`config.mk`:
```
export PLATFORM = sky130hd
export DESIGN_NAME = gameport_triplet_packet_decoder_top
export DESIGN_NICKNAME = d
export VERILOG_FILES = /design/src/sv/gtpd_pkg.sv /design/src/sv/gtpd_front.sv /design/src/sv/gtpd_fifo.sv /design/src/sv/gtpd_back.sv /design/src/sv/gameport_triplet_packet_decoder_top.sv
export SDC_FILE = /design/constraint.sdc
export NUM_CORES = 1
export LEC_CHECK = 0
export BUFFER_PORTS_ARGS = -buffer_cell sky130_fd_sc_hd__buf_4
export CORE_MARGIN = 2
export CORE_UTILIZATION = 40
export CTS_CLUSTER_SIZE = 14
export DETAILED_ROUTE_END_ITERATION = 8
export GPL_TIMING_DRIVEN = 1
export PLACE_DENSITY_LB_ADDON = 0.05
export SYNTH_ARGS = -nofsm -noshare
export SYNTH_HDL_FRONTEND = slang
export SYNTH_SLANG_ARGS = --single-unit
export TNS_END_PERCENT = 20
```
`constraint.sdc`:
```
create_clock -name clk -period 7.8 [get_ports clk]
set_input_delay 0.78 -clock clk [delete_from_list [all_inputs] [get_ports clk]]
set_output_delay 0.78 -clock clk [all_outputs]
set_load 0.02 [all_outputs]
```
`src/sv/gtpd_pkg.sv`:
```
// ----------------------------------------------------------------------------
// gtpd_pkg
// Shared types, constants and the hat direction table for the gameport
// triplet packet decoder.
// ----------------------------------------------------------------------------
`default_nettype none

package gtpd_pkg;

	// Triplet store limits
	localparam int MaxTriplets   = 80;
	// only triplets 0..26 carry packet bits 0..80 that the decoder reads
	localparam int StoreTriplets = 27;
	localparam int PktBits       = 3 * StoreTriplets;
	localparam int CountW        = 7;
	localparam int TimeW         = 16;
	localparam int StrobeBit     = 4;

	// Queue between front and back
	localparam int FifoDepth = 2;
	localparam int FifoPtrW  = $clog2(FifoDepth);
	localparam int FifoCntW  = $clog2(FifoDepth + 1);

	// Register reset values
	localparam logic [TimeW-1:0]  StartTimeoutRst  = 16'd400;
	localparam logic [TimeW-1:0]  StrobeTimeoutRst = 16'd40;
	localparam logic [CountW-1:0] PacketLengthRst  = 7'd40;

	// APB register map
	localparam int AddrW = 4;
	localparam int DataW = 32;

	typedef enum logic [1:0] {
		RegStartTimeout  = 2'd0,
		RegStrobeTimeout = 2'd1,
		RegPacketLength  = 2'd2
	} reg_idx_t;

	// Item mode codes
	localparam logic ModeTrigger = 1'b0;
	localparam logic ModeSample  = 1'b1;

	typedef struct packed {
		logic [TimeW-1:0]  start_timeout;
		logic [TimeW-1:0]  strobe_timeout;
		logic [CountW-1:0] packet_length;
	} cfg_t;

	// One finished packet as handed from front to back
	typedef struct packed {
		logic               status;
		logic [PktBits-1:0] bits;
		logic [CountW-1:0]  count;
	} pkt_t;

	// Hat direction table: returns {x, y}, each 2-bit signed
	function automatic logic [3:0] hat_lookup(input logic [3:0] idx);
		logic [3:0] r;
		begin
			case (idx)
				4'd1:    r = {2'sb00, 2'sb11};
				4'd2:    r = {2'sb01, 2'sb11};
				4'd3:    r = {2'sb01, 2'sb00};
				4'd4:    r = {2'sb01, 2'sb01};
				4'd5:    r = {2'sb00, 2'sb01};
				4'd6:    r = {2'sb11, 2'sb01};
				4'd7:    r = {2'sb11, 2'sb00};
				4'd8:    r = {2'sb11, 2'sb11};
				default: r = {2'sb00, 2'sb00}; // index 0 and codes above eight: centred
			endcase
			return r;
		end
	endfunction

endpackage

`default_nettype wire

```
`src/sv/gtpd_front.sv`:
```
// ----------------------------------------------------------------------------
// gtpd_front
// Takes trigger and sample items, detects strobe edges, stores triplets,
// runs the tick budget and hands each finished packet to the queue.
// ----------------------------------------------------------------------------
`default_nettype none

module gtpd_front (
	input  wire                        clk,
	input  wire                        arst_n,
	input  gtpd_pkg::cfg_t             cfg,
	input  wire                        accept,
	input  wire                        mode,
	input  wire [7:0]                  port_byte,
	output logic                       push,
	output gtpd_pkg::pkt_t             push_pkt
);
	import gtpd_pkg::*;

	logic [2:0]        store_q [StoreTriplets];
	logic [2:0]        store_nxt [StoreTriplets];
	logic [7:0]        prev_q;
	logic [TimeW-1:0]  ticks_q;
	logic [CountW-1:0] count_q;
	logic              capturing_q;

	logic              trigger;
	logic              tick;
	logic              strobe_edge;
	logic              wr_triplet;
	logic [TimeW-1:0]  ticks_dec;
	logic [TimeW-1:0]  ticks_nxt;
	logic [TimeW-1:0]  start_eff;
	logic [TimeW-1:0]  strobe_eff;
	logic [CountW-1:0] count_nxt;
	logic [CountW-1:0] len_eff;
	logic              done_full;
	logic              done_to;

	// Effective register values: zero timeout is one tick, length clamps 1..max
	always_comb begin
		start_eff  = (cfg.start_timeout == '0) ? TimeW'(1) : cfg.start_timeout;
		strobe_eff = (cfg.strobe_timeout == '0) ? TimeW'(1) : cfg.strobe_timeout;
		if (cfg.packet_length == '0) begin
			len_eff = CountW'(1);
		end else if (cfg.packet_length > CountW'(MaxTriplets)) begin
			len_eff = CountW'(MaxTriplets);
		end else begin
			len_eff = cfg.packet_length;
		end
	end

	// Sample path: edge detect, count, budget
	always_comb begin
		trigger     = accept && (mode == ModeTrigger);
		tick        = accept && (mode == ModeSample) && capturing_q;
		strobe_edge = port_byte[StrobeBit] && !prev_q[StrobeBit];
		wr_triplet  = strobe_edge && (count_q < CountW'(MaxTriplets));
		ticks_dec   = (ticks_q != '0) ? ticks_q - TimeW'(1) : ticks_q;
		ticks_nxt   = strobe_edge ? strobe_eff : ticks_dec;
		count_nxt   = wr_triplet ? count_q + CountW'(1) : count_q;
		done_full   = count_nxt >= len_eff;
		done_to     = ticks_nxt == '0;
	end

	// Next store contents, including the triplet taken this tick
	always_comb begin
		for (int j = 0; j < StoreTriplets; j++) begin
			if (wr_triplet && (count_q == CountW'(j))) begin
				store_nxt[j] = port_byte[7:5];
			end else begin
				store_nxt[j] = store_q[j];
			end
		end
	end

	// Finished packet towards the queue
	always_comb begin
		push           = tick && (done_full || done_to);
		push_pkt.status = !done_full;
		push_pkt.count  = count_nxt;
		for (int j = 0; j < StoreTriplets; j++) begin
			push_pkt.bits[3*j +: 3] = store_nxt[j];
		end
	end

	// Capture state
	always_ff @(posedge clk or negedge arst_n) begin
		if (!arst_n) begin
			prev_q      <= '0;
			ticks_q     <= '0;
			count_q     <= '0;
			capturing_q <= 1'b0;
			for (int j = 0; j < StoreTriplets; j++) begin
				store_q[j] <= '0;
			end
		end else if (trigger) begin
			prev_q      <= port_byte;
			ticks_q     <= start_eff;
			count_q     <= '0;
			capturing_q <= 1'b1;
			for (int j = 0; j < StoreTriplets; j++) begin
				store_q[j] <= '0;
			end
		end else if (tick) begin
			prev_q      <= port_byte;
			ticks_q     <= ticks_nxt;
			count_q     <= count_nxt;
			capturing_q <= !(done_full || done_to);
			for (int j = 0; j < StoreTriplets; j++) begin
				store_q[j] <= store_nxt[j];
			end
		end
	end

endmodule

`default_nettype wire

```
`src/sv/gtpd_fifo.sv`:
```
// ----------------------------------------------------------------------------
// gtpd_fifo
// Short queue of finished packets between the capture front and the
// decode back.
// ----------------------------------------------------------------------------
`default_nettype none

module gtpd_fifo (
	input  wire                        clk,
	input  wire                        arst_n,
	input  wire                        push,
	input  gtpd_pkg::pkt_t             push_pkt,
	input  wire                        pop,
	output gtpd_pkg::pkt_t             head_pkt,
	output logic                       full,
	output logic                       empty
);
	import gtpd_pkg::*;

	pkt_t                mem_q [FifoDepth];
	logic [FifoPtrW-1:0] wr_ptr_q;
	logic [FifoPtrW-1:0] rd_ptr_q;
	logic [FifoCntW-1:0] cnt_q;
	logic                do_push;
	logic                do_pop;

	always_comb begin
		full     = cnt_q == FifoCntW'(FifoDepth);
		empty    = cnt_q == '0;
		do_push  = push && !full;
		do_pop   = pop && !empty;
		head_pkt = mem_q[rd_ptr_q];
	end

	// Entry storage
	always_ff @(posedge clk) begin
		if (do_push) begin
			mem_q[wr_ptr_q] <= push_pkt;
		end
	end

	// Pointers and fill count
	always_ff @(posedge clk or negedge arst_n) begin
		if (!arst_n) begin
			wr_ptr_q <= '0;
			rd_ptr_q <= '0;
			cnt_q    <= '0;
		end else begin
			if (do_push) begin
				wr_ptr_q <= (wr_ptr_q == FifoPtrW'(FifoDepth - 1)) ? '0 : wr_ptr_q + 1'b1;
			end
			if (do_pop) begin
				rd_ptr_q <= (rd_ptr_q == FifoPtrW'(FifoDepth - 1)) ? '0 : rd_ptr_q + 1'b1;
			end
			if (do_push && !do_pop) begin
				cnt_q <= cnt_q + 1'b1;
			end else if (do_pop && !do_push) begin
				cnt_q <= cnt_q - 1'b1;
			end
		end
	end

endmodule

`default_nettype wire

```
`src/sv/gtpd_back.sv`:
```
// ----------------------------------------------------------------------------
// gtpd_back
// Pulls finished packets from the queue, decodes axes, hat, buttons and
// device id, and holds the result item in the output register.
// ----------------------------------------------------------------------------
`default_nettype none

module gtpd_back (
	input  wire                        clk,
	input  wire                        arst_n,
	input  gtpd_pkg::pkt_t             head_pkt,
	input  wire                        empty,
	output logic                       pop,
	output logic                       out_valid,
	input  wire                        out_ready,
	output logic                       status,
	output logic [9:0]                 axis_0,
	output logic [9:0]                 axis_1,
	output logic [9:0]                 axis_2,
	output logic [9:0]                 axis_3,
	output logic [9:0]                 axis_4,
	output logic [9:0]                 axis_5,
	output logic signed [1:0]          hat_x,
	output logic signed [1:0]          hat_y,
	output logic [11:0]                buttons,
	output logic [6:0]                 device_id,
	output logic [6:0]                 triplets_received
);
	import gtpd_pkg::*;

	logic [PktBits-1:0] b;
	logic [9:0]         ax [6];
	logic [3:0]         hat;
	logic [11:0]        btn;
	logic [6:0]         dev;
	logic               valid_q;

	// Field decode from the packet bit string
	always_comb begin
		b = head_pkt.bits;
		for (int i = 0; i < 4; i++) begin
			ax[i] = {b[50+i], b[46+i], b[8*i +: 8]};
		end
		for (int i = 0; i < 2; i++) begin
			ax[4+i] = {b[54+i], 1'b0, b[60+9*i +: 8]};
		end
		hat = hat_lookup(b[43:40]);
		btn = {b[79:78], b[39:32], b[45:44]};
		dev = {b[1:0], b[5:3], b[8:7]};
	end

	assign pop       = !empty && (!valid_q || out_ready);
	assign out_valid = valid_q;

	// Output register
	always_ff @(posedge clk or negedge arst_n) begin
		if (!arst_n) begin
			valid_q <= 1'b0;
		end else begin
			valid_q <= pop || (valid_q && !out_ready);
		end
	end

	always_ff @(posedge clk) begin
		if (pop) begin
			status            <= head_pkt.status;
			axis_0            <= ax[0];
			axis_1            <= ax[1];
			axis_2            <= ax[2];
			axis_3            <= ax[3];
			axis_4            <= ax[4];
			axis_5            <= ax[5];
			hat_x             <= hat[3:2];
			hat_y             <= hat[1:0];
			buttons           <= btn;
			device_id         <= dev;
			triplets_received <= head_pkt.count;
		end
	end

endmodule

`default_nettype wire

```
`src/sv/gameport_triplet_packet_decoder_top.sv`:
```
// ----------------------------------------------------------------------------
// gameport_triplet_packet_decoder_top
// Joystick port triplet packet decoder: APB registers, capture front,
// packet queue and decode back.
// ----------------------------------------------------------------------------
//  channel  direction  handshake            payload
//  in       sink       in_valid/in_ready    mode, port_byte
//  out      source     out_valid/out_ready  status, axis_0..5, hat_x/y, buttons,
//                                           device_id, triplets_received
//  cfg      APB slave  psel/penable/pready  paddr, pwrite, pwdata, prdata
//
// One item is taken every clock while the queue has a free entry; the capture
// front updates its state in the cycle the item is accepted. A finished packet
// is written into a two-entry queue at the edge that accepts the item that
// ended it, then loaded into the output register, raising out_valid, once that
// register is empty or being drained. in_ready falls only when both queue
// entries are held. Reset clears all capture state; registers return to 400/40/40.
// ----------------------------------------------------------------------------
`default_nettype none

module gameport_triplet_packet_decoder_top (
	input  wire                        clk,
	input  wire                        arst_n,
	// input items
	input  wire                        in_valid,
	output logic                       in_ready,
	input  wire                        mode,
	input  wire [7:0]                  port_byte,
	// result items
	output logic                       out_valid,
	input  wire                        out_ready,
	output logic                       status,
	output logic [9:0]                 axis_0,
	output logic [9:0]                 axis_1,
	output logic [9:0]                 axis_2,
	output logic [9:0]                 axis_3,
	output logic [9:0]                 axis_4,
	output logic [9:0]                 axis_5,
	output logic signed [1:0]          hat_x,
	output logic signed [1:0]          hat_y,
	output logic [11:0]                buttons,
	output logic [6:0]                 device_id,
	output logic [6:0]                 triplets_received,
	// configuration
	input  wire                        psel,
	input  wire                        penable,
	input  wire                        pwrite,
	input  wire [gtpd_pkg::AddrW-1:0]  paddr,
	input  wire [gtpd_pkg::DataW-1:0]  pwdata,
	output logic [gtpd_pkg::DataW-1:0] prdata,
	output logic                       pready
);
	import gtpd_pkg::*;

	cfg_t     cfg_q;
	reg_idx_t reg_idx;
	logic     cfg_wr;
	logic     accept;
	logic     push;
	pkt_t     push_pkt;
	pkt_t     head_pkt;
	logic     pop;
	logic     full;
	logic     empty;

	// APB register port
	assign pready  = 1'b1;
	assign reg_idx = reg_idx_t'(paddr[AddrW-1:2]);
	assign cfg_wr  = psel && penable && pwrite && pready;

	always_ff @(posedge clk or negedge arst_n) begin
		if (!arst_n) begin
			cfg_q.start_timeout  <= StartTimeoutRst;
			cfg_q.strobe_timeout <= StrobeTimeoutRst;
			cfg_q.packet_length  <= PacketLengthRst;
		end else if (cfg_wr) begin
			case (reg_idx)
				RegStartTimeout:  cfg_q.start_timeout  <= pwdata[TimeW-1:0];
				RegStrobeTimeout: cfg_q.strobe_timeout <= pwdata[TimeW-1:0];
				RegPacketLength:  cfg_q.packet_length  <= pwdata[CountW-1:0];
				default: ;
			endcase
		end
	end

	always_comb begin
		case (reg_idx)
			RegStartTimeout:  prdata = DataW'(cfg_q.start_timeout);
			RegStrobeTimeout: prdata = DataW'(cfg_q.strobe_timeout);
			RegPacketLength:  prdata = DataW'(cfg_q.packet_length);
			default:          prdata = '0;
		endcase
	end

	// Input handshake
	assign in_ready = !full;
	assign accept   = in_valid && in_ready;

	gtpd_front u_front (
		.clk       (clk),
		.arst_n    (arst_n),
		.cfg       (cfg_q),
		.accept    (accept),
		.mode      (mode),
		.port_byte (port_byte),
		.push      (push),
		.push_pkt  (push_pkt)
	);

	gtpd_fifo u_fifo (
		.clk      (clk),
		.arst_n   (arst_n),
		.push     (push),
		.push_pkt (push_pkt),
		.pop      (pop),
		.head_pkt (head_pkt),
		.full     (full),
		.empty    (empty)
	);

	gtpd_back u_back (
		.clk               (clk),
		.arst_n            (arst_n),
		.head_pkt          (head_pkt),
		.empty             (empty),
		.pop               (pop),
		.out_valid         (out_valid),
		.out_ready         (out_ready),
		.status            (status),
		.axis_0            (axis_0),
		.axis_1            (axis_1),
		.axis_2            (axis_2),
		.axis_3            (axis_3),
		.axis_4            (axis_4),
		.axis_5            (axis_5),
		.hat_x             (hat_x),
		.hat_y             (hat_y),
		.buttons           (buttons),
		.device_id         (device_id),
		.triplets_received (triplets_received)
	);

endmodule

`default_nettype wire

```
# ---- Word level (Yosys, flattened, before mapping)
# Memories as Yosys holds them, arrays and structs flattened. A register that Yosys moved wholly into a read port is not among the register bits.
# Index checks and enable logic that the tools add are counted.
dict set report totals {
  mem_bits_rw 178
  n_memories 2
  ff_bits 239
  mem_bits_ro 64
  word_cells 207
  out_inout_bits 126
  inputBits 52
}
# name depth word_bits rd rd_clocked_by_memory_dff wr line
set memory_table {}
lappend memory_table {u_fifo.mem_q 2 89 1 0 1 gtpd_fifo.sv:20} ;# pkt_t mem_q [FifoDepth];
lappend memory_table {{(name not given)} 16 4 1 1 0 gtpd_pkg.sv:60} ;# case (idx)
dict set report op_classes {
  reduce_logical 67
  order_cmp 3
  n_addsub 6
  n_eq_ne 29
  n_bitwise 1
  n_mux 51
}
# op n
set ops {}
lappend ops {{81-bit two-way mux} 2}
lappend ops {{16-bit two-way mux} 6}
lappend ops {{3-bit two-way mux} 27}
lappend ops {{7-bit by 5-bit == test with 1-bit output (second input constant)} 11}
lappend ops {{7-bit by 4-bit == test with 1-bit output (second input constant)} 8}
lappend ops {{16-bit zero test} 3}
lappend ops {{16-bit one-hot mux with 3 select lines} 1}
lappend ops {{1-bit logical AND} 42}
lappend ops {{7-bit two-way mux} 5}
lappend ops {{7-bit by 3-bit == test with 1-bit output (second input constant)} 4}
lappend ops {{16-bit nonzero test} 1}
lappend ops {{16-bit by 1-bit subtractor with 16-bit output (second input constant)} 1}
lappend ops {{7-bit by 2-bit == test with 1-bit output (second input constant)} 2}
lappend ops {{7-bit zero test} 2}
lappend ops {{5-bit two-way mux} 2}
lappend ops {{1-bit zero test} 9}
lappend ops {{7-bit by 1-bit adder with 7-bit output (second input constant)} 1}
lappend ops {{7-bit by 1-bit == test with 1-bit output (second input constant)} 1}
lappend ops {{7-bit greater-or-equal comparator} 1}
lappend ops {{7-bit > comparator (second input constant)} 1}
lappend ops {{7-bit less-than comparator (second input constant)} 1}
lappend ops {{1-bit two-way mux} 6}
lappend ops {{2-bit AND reduction} 3}
lappend ops {{2-bit == test (second input constant)} 2}
lappend ops {{other kinds (9)} 15}

# ---- Depth between registers and ports, before layout
dict set report logic_depth {
  ltp_word 12
  ltp_mapped 17
  depth_no_buf 16
}

# ---- Cells and area by module
# From an unflattened synthesis, not the netlist that was laid out.
dict set report hier_totals {
  hier_cells 1154
  hier_area_um2 17946.0
}
# mod n_inst cells_each area_each_um2 seq_area_each_um2
set modules_own_cells {}
lappend modules_own_cells {gtpd_fifo 1 296 7069.3 5445.2}
lappend modules_own_cells {gtpd_front 1 596 6216.0 2652.5}
lappend modules_own_cells {gtpd_back 1 112 2691.3 2487.4}
lappend modules_own_cells {gameport_triplet_packet_decoder_top 1 150 1969.4 984.7}

# ---- Worst setup path after synthesis
# Ideal clock, no wire load.
dict set report synth_timing {
  path_kind {input -> register}
  start {in port_byte[4]}
  end {mem u_fifo.mem_q[0][0] in the netlist's numbering (enable)}
  slack_ps -974
  path_stages 13
  required_time_ps 7177
  setup_ps 623
  arrival_ps 8152
  path_buffers 1
  cell_sequence {nand2b_1 > nor2_1 > buf_1 > xnor2_1 > inv_1 > ha_1 > nand2b_1 > a21o_1 > a21o_1 > a211oi_1 > o31ai_1 > a31oi_2 > nor3_1}
}
# item line
set synth_rtl {}
lappend synth_rtl {{start: declaration} gameport_triplet_packet_decoder_top.sv:28} ;# input wire [7:0] port_byte,
lappend synth_rtl {{end: declaration} gtpd_fifo.sv:20}

==> flow_summary.json <==
{
  "cts_sinks": 389,
  "die_w_um": 207.2,
  "max_freq_mhz": 201.9,
  "cts_setup_buffers": 0,
  "slew_headroom_pct": 29.15,
  "finalSetupViolCount": 0,
  "min_period_over_period_pct": 63.49,
  "grt_pass1_wl_um": 58130,
  "ys_types": 64,
  "final_nets": 1312,
  "viasPerCell": 5.304,
  "path_class": "reg -> reg",
  "vias": 9601,
  "slew_violations": 0,
  "p_comb_share_pct": 26.9,
  "first_iter_violations": 672,
  "cts_max_level": 2,
  "synth_flop_cell": "edfxtp_1",
  "first_global_vias": 9767,
  "cp-end-kind": "flip-flop",
  "drive_above_1_share_pct": 33.65,
  "synth-seq-cells": 389,
  "root_buffer": "clkbuf_16",
  "clk_pin_slew_worst_paths_ps": 60,
  "drt-pass1-iter-count": 5,
  "wl_per_cell_um": 20.62,
  "antenna_found_initial": 0,
  "crit_path_max_incr_delay_ps": 760,
  "n_fill_cell": 3616,
  "switching_share_pct": 32.04,
  "yosysWarningCount": 0,
  "power.total_uw": 6638,
  "hold_buffers": 0,
  "path_cells": "nand2b_1 > buf_4 > nor2_1 > and2_1 > nand3_1 > xnor2_1 > ha_1 > a211oi_1 > o31ai_1 > a31oi_2 > nor2_4 > and2_4 > buf_4",
  "cts_buffers": 43,
  "avgSynthCellArea_um2": 14.80,
  "leakage_uw": 0.007670,
  "rsz0062_at_grt": "no",
  "place_ws_ps": 2312,
  "n_antenna_cell": 0,
  "crit_fanout": 59,
  "dieArea_mm2": 0.04293,
  "initial_core_util_pct": 40.45,
  "layout_setup_ws_ps": 2848,
  "hold_viol_final": 0,
  "cts_resized": 0,
  "setup_tns_ps": 0,
  "cp-start-kind": "flip-flop",
  "synth_edf_count": 246,
  "finish.utilization_pct": 47.47,
  "holdWs_ps": 245.7,
  "synthArstFlopShare_pct": 36.76,
  "skew_ps": 22.77,
  "hold_path_class": "in -> async",
  "p_int_uw": 4511,
  "p_per_area_mw_per_mm2": 342.5,
  "crit_family": "simple AND/OR/NAND/NOR gates",
  "synth_top_area_share_pct": 44.72,
  "fin_crit_ps": 4952,
  "pin_count": 178,
  "slowest_stage": "and2_4",
  "portBuffers": 136,
  "ir_drop_v": 0.0001921,
  "path_buf_inv": 2,
  "clockBufferDepth": 3,
  "netlist_area_mm2": 0.01652,
  "p_sw_uw": 2127,
  "clock_latency_ps": 560,
  "grt_usage_pct": 17.30,
  "gp_congestion": 0.8483,
  "status": "complete, no violations",
  "ant_nets": 0,
  "cts_tree": "built",
  "synthTopCellsByArea": "edfxtp_1, dfrtp_1, mux2_2",
  "seq_power_share_pct": 43.4,
  "drc_errors": 0,
  "pwr-share-clk_pct": 29.7,
  "worst_slew_pin_slew_ps": 1063,
  "synthMostInstantiatedCell": "edfxtp_1",
  "routed_wirelength_um": 37320,
  "placementRows": 74,
  "cp.required_ps": 8030,
  "drv_cap": 0,
  "grt_start_max_net_pins": 84,
  "grt_overflow": 0,
  "hpwlAfterDp_um": 22530,
  "worst_ep_arrival_time_ps": 5180,
  "synthCells": 1116,
  "die-height_um": 207.2,
  "cp_common_cell": "buf_4",
  "synth_seq_area_share_pct": 66.44,
  "synthTopCellsByCount": "edfxtp_1, mux2_2, dfrtp_1",
  "yosys.area.top_type": "edfxtp_1",
  "syn_to_final_growth_pct": 17.34,
  "coreArea_mm2": 0.04083
}
==> layout by cell type (no fill, tap or decap), types with 4 or more instances in the layout <==
master / n
nand2b_1: 7
and3_1: 5
nand2_1: 61
nand4_1: 9
edfxtp_1: 246
inv_1: 12
conb_1: 19
o211ai_1: 4
or3_1: 7
buf_4: 149
dfrtp_1: 135
clkinv_1: 10
clkbuf_1: 9
clkbuf_16: 45
a21oi_1: 20
o22ai_1: 4
mux2_2: 193
mux2i_1: 22
o21ai_0: 34
nor2b_1: 4
a221o_1: 4
nor4_1: 12
a32o_1: 9
dfstp_2: 7
a22o_1: 70
xnor2_1: 8
nand3_1: 6
nor3_1: 7
clkinv_2: 10
nor2_1: 62
ha_1: 16
or4_1: 8
==> stage by stage <==
| stage | std cells | cell area (um2) |
|---|---|---|
| after floorplan | 1133 | 16590 |
| after global placement | 1731 | 18010 |
| after detailed placement | 1731 | 18010 |
| after CTS | 1810 | 19380 |
| after global routing | 1810 | 19380 |
| final | 1810 | 19380 |
==> final cells by class <==
type                            count  area (um2)  share of cell area, %
Clock inverter                     23       180.2                 0.9296
Tap cell                          532       665.6                  3.434
Clock buffer                       56        1187                  6.127
Sequential cell                   389       10980                  56.64
Multi-Input combinational cell    646        5170                  26.68
Timing Repair Buffer              151        1150                  5.933
Inverter                           13       50.05                 0.2582
==> logic make-up (layout without fill, tap and decap cells) <==
| kind of cell | after synthesis | count (layout) | share of synthesized area (%) |
|---|---|---|---|
| other cells | 2 | 19 | 0.04547 |
| compound gates | 179 | 179 | 8.310 |
| simple gates | 206 | 206 | 6.037 |
| xor+xnor | 11 | 11 | 0.5833 |
| flops | 389 | 389 | 66.44 |
| mux | 215 | 215 | 14.49 |
| buf+inv | 98 | 243 | 2.879 |
| fa+ha+maj | 16 | 16 | 1.212 |
==> final timing paths <==
check                                                   to  slack [ps]                             from  cells after the start
min                                   cfg_q[7]$_DFFE_PN0P_         250                           arst_n                      1
min reg2reg                u_front.store_q[57]$_DFFE_PN0P_         490  u_front.store_q[57]$_DFFE_PN0P_                      1
max in group asynchronous      u_fifo.rd_ptr_q$_DFFE_PN0P_        6000                           arst_n                      2
max                          u_fifo.mem_q[1][20]$_DFFE_PP_        2850    u_front.prev_q[4]$_DFFE_PN0P_                     13
max reg2reg                  u_fifo.mem_q[1][20]$_DFFE_PP_        2850    u_front.prev_q[4]$_DFFE_PN0P_                     13
min in group clk                     cfg_q[18]$_DFFE_PN0P_         460                       pwdata[11]                      2
==> metal layers <==
metal | part of all wire (%) | global-route usage, %
met4 | 2.2 | 5.714
met1 | 45 | 23.52
met2 | 49 | 28.54
met5 | 0 | 0
met3 | 4.0 | 2.577
==> flip-flops by register name (all words and copies together), names as in the netlist, 2 cells and up <==
signal and count:
u_back.buttons 12, u_fifo.cnt_q 2, u_back.hat_x 2, u_back.axis_3 10
u_front.store_q 74, u_back.axis_1 10, cfg_q 39, u_back.axis_5 9
u_back.axis_0 10, u_back.triplets_received 7, u_front.ticks_q 16, u_back.axis_4 9
u_front.count_q 7, u_back.hat_y 2, u_back.axis_2 10, u_fifo.mem_q 164
==> power groups by stage <==
stage | sequential, uW | clock (uW) | combinational [uW]
2_1_floorplan | 3040 | 0 | 1000
3_3_place_gp | 2920 | 0 | 1810
3_5_place_dp | 2930 | 0 | 1810
4_1_cts | 2890 | 2040 | 1820
5_1_grt | 2920 | 2120 | 1930
6_report | 2880 | 1970 | 1790
(Power assumes the default switching activity.)
